[config.mk]
export PLATFORM = sky130hd
export DESIGN_NAME = occupancy_grid_inflation_flat
export DESIGN_NICKNAME = d
export VERILOG_FILES = /design/src/rtl/ogi_pkg.sv /design/src/rtl/ogi_if.sv /design/src/rtl/ogi_line_store.sv /design/src/rtl/occupancy_grid_inflation.sv /design/src/flat_wrapper.sv
export VERILOG_INCLUDE_DIRS = /design/src /design/src/rtl
export SDC_FILE = /design/constraint.sdc
export NUM_CORES = 2
export LEC_CHECK = 0
export BUFFER_PORTS_ARGS = -buffer_cell sky130_fd_sc_hd__buf_2
export CORE_ASPECT_RATIO = 1.5
export CORE_MARGIN = 2
export CORE_UTILIZATION = 40
export DETAILED_ROUTE_END_ITERATION = 12
export PLACE_DENSITY = 0.58
export SLEW_MARGIN = 20
export SYNTH_ARGS = -nofsm -noshare
export SYNTH_HDL_FRONTEND = slang
export SYNTH_HIERARCHICAL = 1
export SYNTH_SLANG_ARGS = --single-unit
[constraint.sdc]
create_clock -name clock -period 16 [get_ports clock]
set_input_delay 0.8 -clock clock [delete_from_list [all_inputs] [get_ports clock]]
set_output_delay 0.8 -clock clock [all_outputs]
set_load 0.01 [all_outputs]
[src/rtl/occupancy_grid_inflation_defines.svh]
// Assertion macros for the occupancy grid inflation block.
// Depends on nothing; included by files that carry concurrent checks.
`ifndef OCCUPANCY_GRID_INFLATION_DEFINES_SVH
`define OCCUPANCY_GRID_INFLATION_DEFINES_SVH

// Condition holds at every clock edge outside reset.
`define OGI_ASSERT_ALWAYS(label, clk, rst, cond, msg) \
   label: assert property (@(posedge clk) disable iff (rst) (cond)) else $error(msg);

// Trigger in one cycle implies the consequence in the next cycle.
`define OGI_ASSERT_NEXT(label, clk, rst, trig, cons, msg) \
   label: assert property (@(posedge clk) disable iff (rst) (trig) |=> (cons)) else $error(msg);

// Trigger implies the consequence in the same cycle.
`define OGI_ASSERT_SAME(label, clk, rst, trig, cons, msg) \
   label: assert property (@(posedge clk) disable iff (rst) (trig) |-> (cons)) else $error(msg);

`endif

[src/rtl/ogi_pkg.sv]
// Shared constants, types and helper functions of the occupancy grid inflation block.
// No dependencies; imported by the interfaces, the line store and the top level.
package ogi_pkg;

   localparam int MAX_COLS       = 1024;
   localparam int MAX_ROWS       = 1024;
   localparam int COST_FRAC_BITS = 8;

   localparam int CFG_W  = 11;
   localparam int OCC_W  = 8;
   localparam int COST_W = COST_FRAC_BITS + 1;
   localparam int COL_W  = $clog2(MAX_COLS);
   localparam int ROW_W  = $clog2(MAX_ROWS);
   localparam int DIM_RAW_W = ($clog2(MAX_COLS + 2) > $clog2(MAX_ROWS + 2)) ?
                              $clog2(MAX_COLS + 2) : $clog2(MAX_ROWS + 2);
   // width of effective dimensions and of the input row counter
   localparam int DIM_W = (DIM_RAW_W > CFG_W) ? DIM_RAW_W : CFG_W;
   localparam int WIN_W = 9;

   localparam logic [CFG_W-1:0] COLS_RESET = CFG_W'(540);
   localparam logic [CFG_W-1:0] ROWS_RESET = CFG_W'(800);

   localparam int CSR_IDX_W = 1;
   typedef enum logic [CSR_IDX_W-1:0] {
      CSR_COLS_IN_USE,
      CSR_ROWS_IN_USE
   } csr_index_type;

   // window: three columns of three bits, oldest column in [2:0],
   // each column top row in bit 0, bottom row in bit 2
   localparam logic [WIN_W-1:0] WIN_TOP_ROW   = 9'h049;
   localparam logic [WIN_W-1:0] WIN_BOT_ROW   = 9'h124;
   localparam logic [WIN_W-1:0] WIN_LEFT_COL  = 9'h007;
   localparam logic [WIN_W-1:0] WIN_RIGHT_COL = 9'h1C0;
   localparam logic [WIN_W-1:0] WIN_DIAG      = 9'h145;
   localparam logic [WIN_W-1:0] WIN_ORTHO     = 9'h0BA;

   // floor(sqrt(v)), elaboration only
   function automatic longint unsigned isqrt(input longint unsigned v);
      longint unsigned r;
      longint unsigned b;
      longint unsigned x;
      r = 0;
      x = v;
      b = 64'd1 << 62;
      while (b > x) b = b >> 2;
      while (b != 0) begin
         if (x >= r + b) begin
            x = x - (r + b);
            r = (r >> 1) + b;
         end else begin
            r = r >> 1;
         end
         b = b >> 2;
      end
      return r;
   endfunction

   localparam logic [COST_W-1:0] DIAG_COST =
      COST_W'((isqrt(64'd1 << (2 * COST_FRAC_BITS + 3)) + 64'd1) >> 1);
   localparam logic [COST_W-1:0] ORTHO_COST = COST_W'(64'd1 << COST_FRAC_BITS);
   localparam logic [COST_W-1:0] FREE_COST  = '0;

   // zero counts as one, above the maximum counts as the maximum
   function automatic logic [DIM_W-1:0] clamp_dim(input logic [CFG_W-1:0] v,
                                                  input logic [DIM_W-1:0] lim);
      logic [DIM_W-1:0] w;
      w = DIM_W'(v);
      if (w == '0) begin
         clamp_dim = DIM_W'(1);
      end else if (w > lim) begin
         clamp_dim = lim;
      end else begin
         clamp_dim = w;
      end
   endfunction

   typedef struct packed {
      logic upper;
      logic middle;
   } line_pair_type;

   typedef struct packed {
      logic             en;
      logic [COL_W-1:0] addr;
      line_pair_type    data;
   } ls_wr_type;

   typedef struct packed {
      logic             en;
      logic [COL_W-1:0] addr;
   } ls_rd_type;

endpackage

[src/rtl/ogi_if.sv]
// Valid/ready channel interfaces: cell input, cost result and register write.
// Depends on ogi_pkg for field widths and the register index type.
interface ogi_req_if;
   import ogi_pkg::*;
   logic             valid;
   logic             ready;
   logic [OCC_W-1:0] occupancy;
   logic             flush;
   modport source (output valid, output occupancy, output flush, input ready);
   modport sink   (input valid, input occupancy, input flush, output ready);
endinterface

interface ogi_rsp_if;
   import ogi_pkg::*;
   logic              valid;
   logic              ready;
   logic [COST_W-1:0] cost_fixed;
   logic [ROW_W-1:0]  cell_row;
   logic [COL_W-1:0]  cell_col;
   logic              frame_last;
   modport source (output valid, output cost_fixed, output cell_row, output cell_col,
                   output frame_last, input ready);
   modport sink   (input valid, input cost_fixed, input cell_row, input cell_col,
                   input frame_last, output ready);
endinterface

interface ogi_csr_if;
   import ogi_pkg::*;
   logic             valid;
   logic             ready;
   csr_index_type    index;
   logic [CFG_W-1:0] wdata;
   modport source (output valid, output index, output wdata, input ready);
   modport sink   (input valid, input index, input wdata, output ready);
endinterface

[src/rtl/ogi_line_store.sv]
// Two-row line store: one synchronous RAM of {upper, middle} bit pairs per column.
// Depends on ogi_pkg; read data one cycle after the read, same-cycle write forwarded.
module ogi_line_store (
   input  logic                  clock,
   input  logic                  reset,
   input  ogi_pkg::ls_wr_type     wr,
   input  ogi_pkg::ls_rd_type     rd,
   output ogi_pkg::line_pair_type rd_data
);
   import ogi_pkg::*;

   line_pair_type mem [MAX_COLS];
   line_pair_type rd_data_ff;
   line_pair_type fwd_data_ff;
   logic          fwd_ff;

   always_ff @(posedge clock) begin
      if (wr.en) begin
         mem[wr.addr] <= wr.data;
      end
      if (rd.en) begin
         rd_data_ff  <= mem[rd.addr];
         fwd_data_ff <= wr.data;
      end
   end

   // read and write of the same column in one cycle (single-column grid)
   always_ff @(posedge clock) begin
      if (reset) begin
         fwd_ff <= 1'b0;
      end else if (rd.en) begin
         fwd_ff <= wr.en && (wr.addr == rd.addr);
      end
   end

   assign rd_data = fwd_ff ? fwd_data_ff : rd_data_ff;

endmodule

[src/rtl/occupancy_grid_inflation.sv]
// Top level of the 3x3 occupancy grid inflation block.
// Depends on ogi_pkg, ogi_if.sv, ogi_line_store and the assertion macro header.
//
// Usage:
//  - req_bus carries one grid cell per beat in row-major order (occupancy, flush).
//    After the last cell of a frame, send cols_in_use+1 flush beats to drain.
//  - rsp_bus returns one cost beat per cell (cost_fixed, cell_row, cell_col,
//    frame_last). Cost of a cell appears once the cell one row plus one column
//    after it has been taken; the first cols_in_use+1 beats of a frame give none.
//  - csr_bus writes cols_in_use (index 0) or rows_in_use (index 1); always ready.
//    A write restarts the frame; write only while the block is idle.
// Timing:
//  - One cell per cycle sustained while rsp_bus is ready. A result for the beat
//    that completes its window passes the line-store RAM read, registered with
//    stage 1, then the window update and cost, then the output register.
//  - The line-store read/modify/write at one column per beat sets the rate.
// Reset: registers return to 540 columns x 800 rows, counters and window clear.
//  Line-store contents are not cleared; unwritten entries only reach border cells.
// Stall: when rsp_bus is not ready the output register holds; a window stage with
//  a result to emit holds its RAM read, and req_bus.ready drops until the output is taken.
`include "occupancy_grid_inflation_defines.svh"

module occupancy_grid_inflation (
   input logic     clock,
   input logic     reset,
   ogi_req_if.sink req_bus,
   ogi_rsp_if.source rsp_bus,
   ogi_csr_if.sink csr_bus
);
   import ogi_pkg::*;

   // configuration
   logic [CFG_W-1:0] cols_ff;
   logic [CFG_W-1:0] rows_ff;
   logic [DIM_W-1:0] ncols;
   logic [DIM_W-1:0] nrows;
   logic             csr_wr;

   // stage 0: position counters
   logic [DIM_W-1:0] ir_ff, ir_in;
   logic [COL_W-1:0] ic_ff, ic_in;
   logic [ROW_W-1:0] orow_ff, orow_in;
   logic [COL_W-1:0] ocol_ff, ocol_in;
   logic             accept;
   logic             s0_bot;
   logic             s0_emit;
   logic             s0_last;
   logic             row_end;
   logic [WIN_W-1:0] s0_keep;

   // stage 1: window and cost
   logic             s1_valid_ff;
   logic             s1_bot_ff;
   logic             s1_emit_ff;
   logic             s1_last_ff;
   logic [COL_W-1:0] s1_ic_ff;
   logic [ROW_W-1:0] s1_orow_ff;
   logic [COL_W-1:0] s1_ocol_ff;
   logic [WIN_W-1:0] s1_keep_ff;
   logic [WIN_W-1:0] window_ff, window_in;
   logic [WIN_W-1:0] win;
   logic [WIN_W-1:0] win_masked;
   logic [COST_W-1:0] cost;
   logic             s1_go;
   logic             out_free;

   // output register
   logic              rsp_valid_ff;
   logic [COST_W-1:0] rsp_cost_ff;
   logic [ROW_W-1:0]  rsp_row_ff;
   logic [COL_W-1:0]  rsp_col_ff;
   logic              rsp_last_ff;

   ls_wr_type     ls_wr;
   ls_rd_type     ls_rd;
   line_pair_type ls_data;

   assign ncols = clamp_dim(cols_ff, DIM_W'(MAX_COLS));
   assign nrows = clamp_dim(rows_ff, DIM_W'(MAX_ROWS));

   assign csr_bus.ready = 1'b1;
   assign csr_wr        = csr_bus.valid;

   // handshake: stage 1 moves when its result (if any) has room
   assign out_free      = !rsp_valid_ff || rsp_bus.ready;
   assign s1_go         = s1_valid_ff && (out_free || !s1_emit_ff);
   assign req_bus.ready = !s1_valid_ff || s1_go;
   assign accept        = req_bus.valid && req_bus.ready;

   // ---------------- stage 0 ----------------
   // all but the window and the input bit depends on counters only, so frame restart
   // is decided here and the next beat already sees a fresh frame
   always_comb begin
      s0_bot  = !req_bus.flush && (ir_ff < nrows) && (req_bus.occupancy != '0);
      s0_emit = ((ir_ff >= DIM_W'(2)) || ((ir_ff == DIM_W'(1)) && (ic_ff != '0)))
                && (DIM_W'(orow_ff) < nrows);
      row_end = (DIM_W'(ic_ff) == ncols - DIM_W'(1));
      s0_last = s0_emit && (DIM_W'(orow_ff) == nrows - DIM_W'(1))
                && (DIM_W'(ocol_ff) >= ncols - DIM_W'(1));

      s0_keep = '1;
      if (orow_ff == '0) s0_keep = s0_keep & ~WIN_TOP_ROW;
      if (DIM_W'(orow_ff) >= nrows - DIM_W'(1)) s0_keep = s0_keep & ~WIN_BOT_ROW;
      if (ocol_ff == '0) s0_keep = s0_keep & ~WIN_LEFT_COL;
      if (DIM_W'(ocol_ff) >= ncols - DIM_W'(1)) s0_keep = s0_keep & ~WIN_RIGHT_COL;

      ir_in   = ir_ff;
      ic_in   = ic_ff;
      orow_in = orow_ff;
      ocol_in = ocol_ff;
      if (accept) begin
         if (row_end) begin
            ic_in = '0;
            if (ir_ff != '1) ir_in = ir_ff + DIM_W'(1);
         end else begin
            ic_in = ic_ff + COL_W'(1);
         end
         if (s0_last) begin
            ir_in   = '0;
            ic_in   = '0;
            orow_in = '0;
            ocol_in = '0;
         end else if (s0_emit) begin
            if (DIM_W'(ocol_ff) >= ncols - DIM_W'(1)) begin
               ocol_in = '0;
               orow_in = orow_ff + ROW_W'(1);
            end else begin
               ocol_in = ocol_ff + COL_W'(1);
            end
         end
      end
   end

   always_ff @(posedge clock) begin
      if (reset) begin
         cols_ff <= COLS_RESET;
         rows_ff <= ROWS_RESET;
         ir_ff   <= '0;
         ic_ff   <= '0;
         orow_ff <= '0;
         ocol_ff <= '0;
      end else if (csr_wr) begin
         case (csr_bus.index)
            CSR_COLS_IN_USE: cols_ff <= csr_bus.wdata;
            CSR_ROWS_IN_USE: rows_ff <= csr_bus.wdata;
            default: ;
         endcase
         ir_ff   <= '0;
         ic_ff   <= '0;
         orow_ff <= '0;
         ocol_ff <= '0;
      end else begin
         ir_ff   <= ir_in;
         ic_ff   <= ic_in;
         orow_ff <= orow_in;
         ocol_ff <= ocol_in;
      end
   end

   // line store: read column ic on accept, write back in stage 1
   assign ls_rd.en   = accept;
   assign ls_rd.addr = ic_ff;

   ogi_line_store u_line_store (
      .clock   (clock),
      .reset   (reset),
      .wr      (ls_wr),
      .rd      (ls_rd),
      .rd_data (ls_data)
   );

   // ---------------- stage 1 ----------------
   always_ff @(posedge clock) begin
      if (reset) begin
         s1_valid_ff <= 1'b0;
      end else if (accept) begin
         s1_valid_ff <= 1'b1;
      end else if (s1_go) begin
         s1_valid_ff <= 1'b0;
      end
   end

   always_ff @(posedge clock) begin
      if (accept) begin
         s1_bot_ff  <= s0_bot;
         s1_emit_ff <= s0_emit;
         s1_last_ff <= s0_last;
         s1_ic_ff   <= ic_ff;
         s1_orow_ff <= orow_ff;
         s1_ocol_ff <= ocol_ff;
         s1_keep_ff <= s0_keep;
      end
   end

   always_comb begin
      // new column enters on the right: {bottom, middle, top}
      win        = {s1_bot_ff, ls_data.middle, ls_data.upper, window_ff[WIN_W-1:3]};
      win_masked = win & s1_keep_ff;
      if ((win_masked & WIN_DIAG) != '0) begin
         cost = DIAG_COST;
      end else if ((win_masked & WIN_ORTHO) != '0) begin
         cost = ORTHO_COST;
      end else begin
         cost = FREE_COST;
      end

      ls_wr.en          = s1_go;
      ls_wr.addr        = s1_ic_ff;
      ls_wr.data.upper  = ls_data.middle;
      ls_wr.data.middle = s1_bot_ff;

      window_in = window_ff;
      if (s1_go) begin
         window_in = s1_last_ff ? '0 : win;
      end
   end

   always_ff @(posedge clock) begin
      if (reset || csr_wr) begin
         window_ff <= '0;
      end else begin
         window_ff <= window_in;
      end
   end

   // ---------------- output register ----------------
   always_ff @(posedge clock) begin
      if (reset) begin
         rsp_valid_ff <= 1'b0;
      end else if (s1_go && s1_emit_ff) begin
         rsp_valid_ff <= 1'b1;
      end else if (rsp_bus.ready) begin
         rsp_valid_ff <= 1'b0;
      end
   end

   always_ff @(posedge clock) begin
      if (s1_go && s1_emit_ff) begin
         rsp_cost_ff <= cost;
         rsp_row_ff  <= s1_orow_ff;
         rsp_col_ff  <= s1_ocol_ff;
         rsp_last_ff <= s1_last_ff;
      end
   end

   assign rsp_bus.valid      = rsp_valid_ff;
   assign rsp_bus.cost_fixed = rsp_cost_ff;
   assign rsp_bus.cell_row   = rsp_row_ff;
   assign rsp_bus.cell_col   = rsp_col_ff;
   assign rsp_bus.frame_last = rsp_last_ff;

   // ---------------- checks ----------------
   `OGI_ASSERT_ALWAYS(a_col_in_range, clock, reset, DIM_W'(ic_ff) < ncols, "input column past row end")
   `OGI_ASSERT_ALWAYS(a_orow_in_range, clock, reset, DIM_W'(orow_ff) < nrows, "output row past frame")
   `OGI_ASSERT_NEXT(a_result_loaded, clock, reset, s1_go && s1_emit_ff, rsp_valid_ff, "result lost")
   `OGI_ASSERT_SAME(a_cost_legal, clock, reset, rsp_valid_ff, (rsp_cost_ff == FREE_COST) || (rsp_cost_ff == ORTHO_COST) || (rsp_cost_ff == DIAG_COST), "bad cost code")

endmodule
[src/flat_wrapper.sv]
// flat-port wrapper written by rule: the top's interface ports become plain ports
module occupancy_grid_inflation_flat import ogi_pkg::*;
  (clock, reset, req_bus_valid, req_bus_occupancy, req_bus_flush, req_bus_ready, rsp_bus_valid, rsp_bus_cost_fixed, rsp_bus_cell_row, rsp_bus_cell_col, rsp_bus_frame_last, rsp_bus_ready, csr_bus_valid, csr_bus_index, csr_bus_wdata, csr_bus_ready);
  ogi_req_if req_bus_i ();
  ogi_rsp_if rsp_bus_i ();
  ogi_csr_if csr_bus_i ();
  input logic clock;
  input logic reset;
  input wire logic [$bits(req_bus_i.valid)-1:0] req_bus_valid;
  input wire logic [$bits(req_bus_i.occupancy)-1:0] req_bus_occupancy;
  input wire logic [$bits(req_bus_i.flush)-1:0] req_bus_flush;
  output wire logic [$bits(req_bus_i.ready)-1:0] req_bus_ready;
  output wire logic [$bits(rsp_bus_i.valid)-1:0] rsp_bus_valid;
  output wire logic [$bits(rsp_bus_i.cost_fixed)-1:0] rsp_bus_cost_fixed;
  output wire logic [$bits(rsp_bus_i.cell_row)-1:0] rsp_bus_cell_row;
  output wire logic [$bits(rsp_bus_i.cell_col)-1:0] rsp_bus_cell_col;
  output wire logic [$bits(rsp_bus_i.frame_last)-1:0] rsp_bus_frame_last;
  input wire logic [$bits(rsp_bus_i.ready)-1:0] rsp_bus_ready;
  input wire logic [$bits(csr_bus_i.valid)-1:0] csr_bus_valid;
  input wire logic [$bits(csr_bus_i.index)-1:0] csr_bus_index;
  input wire logic [$bits(csr_bus_i.wdata)-1:0] csr_bus_wdata;
  output wire logic [$bits(csr_bus_i.ready)-1:0] csr_bus_ready;
  assign req_bus_i.valid = req_bus_valid;
  assign req_bus_i.occupancy = req_bus_occupancy;
  assign req_bus_i.flush = req_bus_flush;
  assign req_bus_ready = req_bus_i.ready;
  assign rsp_bus_valid = rsp_bus_i.valid;
  assign rsp_bus_cost_fixed = rsp_bus_i.cost_fixed;
  assign rsp_bus_cell_row = rsp_bus_i.cell_row;
  assign rsp_bus_cell_col = rsp_bus_i.cell_col;
  assign rsp_bus_frame_last = rsp_bus_i.frame_last;
  assign rsp_bus_i.ready = rsp_bus_ready;
  assign csr_bus_i.valid = csr_bus_valid;
  assign csr_bus_i.index = csr_bus_index;
  assign csr_bus_i.wdata = csr_bus_wdata;
  assign csr_bus_ready = csr_bus_i.ready;
  occupancy_grid_inflation u_core (.clock(clock), .reset(reset), .req_bus(req_bus_i), .rsp_bus(rsp_bus_i), .csr_bus(csr_bus_i));
endmodule
# Yosys cells after proc, flatten, opt, wreduce, memory -nomap -nowiden
# Memory sizes are Yosys's and may differ from the RTL's. A register that Yosys moved wholly into a read port is not among the register bits.
# Cells that the tools add are included.
[op_classes]
addsub = 6
bitwise_logic = 2
n_eq_ne = 5
n_mux = 27
reduce_logical = 39
order_cmp = 7
[ops]
columns = ["operator", "count"]
rows = [
  ["$mux W10", 8],
  ["$mux W11", 7],
  ["$add A10 B1 Y10 const B", 3],
  ["$mux W9", 3],
  ["$eq A10 B11 Y1", 2],
  ["$ge A10 B11 Y1", 2],
  ["$gt A11 B11 Y1 const B", 2],
  ["$logic_not A11 Y1", 2],
  ["$sub A11 B1 Y11 const B", 2],
  ["$logic_not A10 Y1", 2],
  ["$reduce_bool A9 Y1", 2],
  ["$reduce_bool A2 Y1", 6],
  ["$add A11 B1 Y11 const B", 1],
  ["$eq A11 B1 Y1 const B", 1],
  ["$ge A11 B2 Y1 const B", 1],
  ["$lt A10 B11 Y1", 1],
  ["$lt A11 B11 Y1", 1],
  ["$ne A11 B11 Y1 const B", 1],
  ["$eq A10 B10 Y1", 1],
  ["$logic_and A1 B1 Y1", 10],
  ["$reduce_bool A10 Y1", 1],
  ["$and A9 B9 Y9", 1],
  ["$reduce_bool A8 Y1", 1],
  ["$mux W7", 1],
  ["9 further kinds", 24],
]
[totals]
in_bits = 26
out_inout_bits = 33
reg_bits = 149
n_memories = 1
mem_bits_rw = 2048
word_cells = 111
[memory_table]
columns = ["name", "words", "word_bits", "rd", "rd_clocked_by_memory_dff", "write_ports", "line_no", "source"]
rows = [
  ["u_core.u_line_store.mem", 1024, 2, 1, 1, 1, "ogi_line_store.sv:12", "line_pair_type mem [MAX_COLS];"],
]

# Logic depth before layout (Yosys ltp)
[depth]
word_depth = 9
depth_mapped = 21

# Modules after synthesis
# Netlist, hierarchy kept.
[modules_own_cells]
columns = ["mod", "n_inst", "seq_area_each_um2", "cells_each", "area_each_um2"]
rows = [
  ["ogi_line_store", 1, 61639.1, 4796, 83916.7],
  ["occupancy_grid_inflation", 1, 3343.2, 712, 7015.5],
]

# Worst setup path before layout
# No wires, ideal clock.
[synth_path]
kind = "register to register"
from = "register u_core.s1_bot_ff"
to = "register u_core/u_line_store/fwd_data_ff[0] in the netlist's numbering, data pin"
t_required_ns = 13.322
setup_time_ns = 2.678
n_path_buf = 0
setup_slack_ns = 1.269
path_stages_with_launch = 1
arrival_time_ns = 12.053
path_cell_list = "edfxtp_1"
[synth_rtl]
columns = ["item", "line_no", "source"]
rows = [
  ["from (decl)", "occupancy_grid_inflation.sv:53", "logic s1_bot_ff;"],
  ["from (signal assigned)", "occupancy_grid_inflation.sv:185", "s1_bot_ff <= s0_bot;"],
  ["to (signal assigned)", "ogi_line_store.sv:23", "fwd_data_ff <= wr.data;"],
  ["to (decl)", "ogi_line_store.sv:14", "line_pair_type fwd_data_ff;"],
]
# No word-level cell between the ends.

==> flow_metrics.env <==
export IMPL_start_util=0.402
export IMPL_endpoint_kind="register"
export IMPL_cts_max_path_buffers=4
export IMPL_worst_pin_slew_ns=1.30
export IMPL_dp_final_hpwl_um=148000
export IMPL_synth_distinct_cells=86
export IMPL_stdcell_area_um2=101000
export IMPL_cts_resized=0
export IMPL_maxCapViolCount=0
export IMPL_die_w_um=393
export IMPL_syn_area_per_cell_um2=16.5
export IMPL_grt_pass1_vias=52200
export IMPL_root_buffer="clkbuf_16"
export IMPL_hold_viol=0
export IMPL_cts_tree="built"
export IMPL_htree_levels=4
export IMPL_grt_max_degree=257
export IMPL_finalSetupViolCount=0
export IMPL_drive_gt1_frac=0.182
export IMPL_first_iter_violations=5903
export IMPL_vias=51300
export IMPL_pwr_share_clk=0.405
export IMPL_status="finished clean"
export IMPL_fin_skew_ns=0.0352
export IMPL_power_density_nw_per_um2=114
export IMPL_crit_path_max_fanout=45
export IMPL_core_um2=226000
export IMPL_combPwrFrac=0.044
export IMPL_grt_ovfl_total=0
export IMPL_cts_clk_slew_worst_paths_ns=0.07
export IMPL_synth_edff_count=2116
export IMPL_clock_sinks=2188
export IMPL_dp_slack_ns=10.18
export IMPL_grt_usage=0.224
export IMPL_worst_endpoint_required_ns=16.61
export IMPL_drc_errors=0
export IMPL_period_share=0.364
export IMPL_yosys_most_used_dff="edfxtp_1"
export IMPL_vdd_ir_drop_max_mv=0.0760
export IMPL_hp_class="in -> reg"
export IMPL_avgViaCountPerCell=5.93
export IMPL_cts_inserted_buffers=199
export IMPL_die_area_um2=231000
export IMPL_wl_per_cell_um=30.5
export IMPL_synth_async_reset_ratio=0
export IMPL_critical_path_class="reg -> reg"
export IMPL_ys_ff_latch=2188
export IMPL_ant_nets=0
export IMPL_die_h_um=588
export IMPL_dr_pass1_iters=5
export IMPL_synthToLayoutAreaGrowth_pct=10.7
export IMPL_routed_wl_um=264000
export IMPL_drv_slew=0
export IMPL_finalWeightedCongestion=0.871
export IMPL_p_leak_uw=0.0296
export IMPL_switchingPower_uw=2390
export IMPL_nets=5556
export IMPL_yosys_warnings=6
export IMPL_antenna_found_initial=8
export IMPL_final_setup_worst_slack_ns=10.18
export IMPL_post_cts_buffers=0
export IMPL_hold_buffers=0
export IMPL_switching_share=0.209
export IMPL_rows=214
export IMPL_setup_tns_ns=0
export IMPL_io_buffers=53
export IMPL_fin_crit_ns=5.82
export IMPL_synthCells=5508
export IMPL_io_pins=59
export IMPL_grt_pass1_wl_um=376000
export IMPL_p_int_uw=9050
export IMPL_cp_arrival_ns=6.43
export IMPL_cp_start_kind="register"
export IMPL_rsz0062_at_grt="no"
export IMPL_max_freq_ghz=0.172
export IMPL_dpl_cell_area_um2=94500
export IMPL_pwr_share_seq=0.551
export IMPL_yosysSeqAreaShare=0.715
export IMPL_slew_headroom=0.128
export IMPL_netlist_area_um2=90900
export IMPL_insertion_delay_ns=0.86
## final timing paths
path,depth (start not counted),slack [ns],end,from
worst max register to register,10,10.18,u_core/u_line_store/rd_data_ff[1]$_DFFE_PP_,u_core/ic_ff[0]$_SDFFE_PP0P_
worst min-delay path,2,0.21,u_core/cols_ff[4]$_SDFFE_PP1P_,csr_bus_wdata[4]
worst max-delay path,10,10.18,u_core/u_line_store/rd_data_ff[1]$_DFFE_PP_,u_core/ic_ff[0]$_SDFFE_PP0P_
worst min register to register,0,0.42,u_core/rsp_bus.cell_col[3]$_DFFE_PP_,u_core/s1_ocol_ff[3]$_DFFE_PP_
## logic make-up after synthesis
| group | Yosys count | share of synthesized area |
|---|---|---|
| AO/OA/AOI/OAI | 484 | 0.0369 |
| XOR/XNOR | 40 | 0.00400 |
| AND/OR/NAND/NOR | 1598 | 0.0741 |
| multiplexers | 680 | 0.138 |
| buffers and inverters | 465 | 0.0256 |
| adder cells (fa/ha/maj) | 51 | 0.00702 |
| other | 2 | 0.0000826 |
| flip-flops | 2188 | 0.715 |
## registers in the layout, summed over array words and instances (netlist names), 10 cells and up
register / cells
u_core/u_line_store/mem: 2048
u_core/cols_ff: 11
u_core/ir_ff: 11
u_core/rows_ff: 11
u_core/ic_ff: 10
u_core/ocol_ff: 10
u_core/orow_ff: 10
u_core/rsp_bus.cell_col: 10
u_core/rsp_bus.cell_row: 10
u_core/s1_ic_ff: 10
u_core/s1_ocol_ff: 10
u_core/s1_orow_ff: 10
## per-stage QoR
step	std cells	power, µW	utilization	hold WS [ns]
after floorplan	5511	6850	-	0.400
after global placement	8292	6930	0.417	0.402
after detailed placement	8301	6930	0.418	0.405
after CTS	8648	11500	0.445	0.158
after global routing	8650	11700	0.445	0.195
final	8651	11400	0.445	0.209
## power groups by stage
stage               clock network [µW]  registers (µW)  logic, µW
global route                      4900            6300        536
floorplan                            0            6500        354
detailed placement                   0            6430        504
global placement                     0            6430        497
finish                            4630            6300        501
CTS                               4700            6300        505
## synthesized netlist by cell type (16+ instances only)
| cell type | count | share of area |
|---|---|---|
| a211oi_1 | 20 | 0.0017 |
| a21oi_1 | 116 | 0.0064 |
| a22oi_1 | 32 | 0.0026 |
| and3_1 | 25 | 0.0017 |
| buf_1 | 72 | 0.0030 |
| buf_2 | 48 | 0.0026 |
| buf_4 | 25 | 0.0021 |
| buf_6 | 52 | 0.0064 |
| clkbuf_1 | 233 | 0.0096 |
| dfxtp_1 | 72 | 0.016 |
| edfxtp_1 | 2116 | 0.70 |
| ha_1 | 51 | 0.0070 |
| inv_1 | 28 | 0.0012 |
| mux2i_1 | 214 | 0.024 |
| mux4_2 | 456 | 0.11 |
| nand2_1 | 184 | 0.0076 |
| nand3_1 | 62 | 0.0034 |
| nand4_1 | 30 | 0.0021 |
| nor2_1 | 1099 | 0.045 |
| nor2b_1 | 19 | 0.0013 |
| nor3_1 | 62 | 0.0034 |
| nor4_1 | 22 | 0.0015 |
| o21ai_0 | 51 | 0.0028 |
| o221ai_1 | 86 | 0.0083 |
| o22ai_1 | 53 | 0.0036 |
| xnor2_1 | 16 | 0.0015 |
| xor2_1 | 23 | 0.0022 |
## critical path, cell delays in order, from the launching register on
cell	delay, ns
dfxtp_4	0.89
buf_4	0.60
buf_4	0.75
buf_4	0.83
mux4_2	0.60
a221oi_1	0.34
o22ai_1	0.14
nor4_1	0.65
a211oi_2	0.15
o31ai_1	0.30
nand3_1	0.12
## cell type report
type	count	area, µm²
Antenna cell	2	5.00
Tap cell	3024	3780
Multi-Input combinational cell	2858	24200
Inverter	32	125
Clock buffer	257	5300
Clock inverter	90	808
Fill cell	19800	126000
Timing Repair Buffer	200	1500
Sequential cell	2188	65000
## cells in the final DEF, fill, tap and decap left out, types with 13 or more instances in the layout
master | netlist | final
mux2i_1 | 214 | 213
nor2b_1 | 19 | 14
buf_2 | 48 | 53
nand2_1 | 184 | 167
nand3_4 | 0 | 24
bufinv_16 | 0 | 15
o221ai_1 | 86 | 86
o22ai_1 | 53 | 53
clkinv_1 | 1 | 40
clkbuf_16 | 0 | 203
nand3_1 | 62 | 38
a21oi_1 | 116 | 116
xnor2_1 | 16 | 16
nor4_1 | 22 | 20
mux4_2 | 456 | 456
o21ai_0 | 51 | 51
nand4_1 | 30 | 30
clkinv_2 | 0 | 24
clkbuf_1 | 233 | 52
edfxtp_1 | 2116 | 2116
ha_1 | 51 | 51
nor3_1 | 62 | 62
nand2_2 | 0 | 13
nand2b_1 | 14 | 13
nor2_1 | 1099 | 1094
dfxtp_1 | 72 | 67
a211oi_1 | 20 | 17
and3_1 | 25 | 25
a22oi_1 | 32 | 32
buf_4 | 25 | 133
inv_1 | 28 | 27
xor2_1 | 23 | 23
or3_1 | 14 | 14
## metal layers
layer	part of all wire	global-route usage
met5	0.000061	0
met4	0.056	0.110
met3	0.068	0.0266
met2	0.51	0.392
met1	0.36	0.276
(Power assumes the default switching activity.)
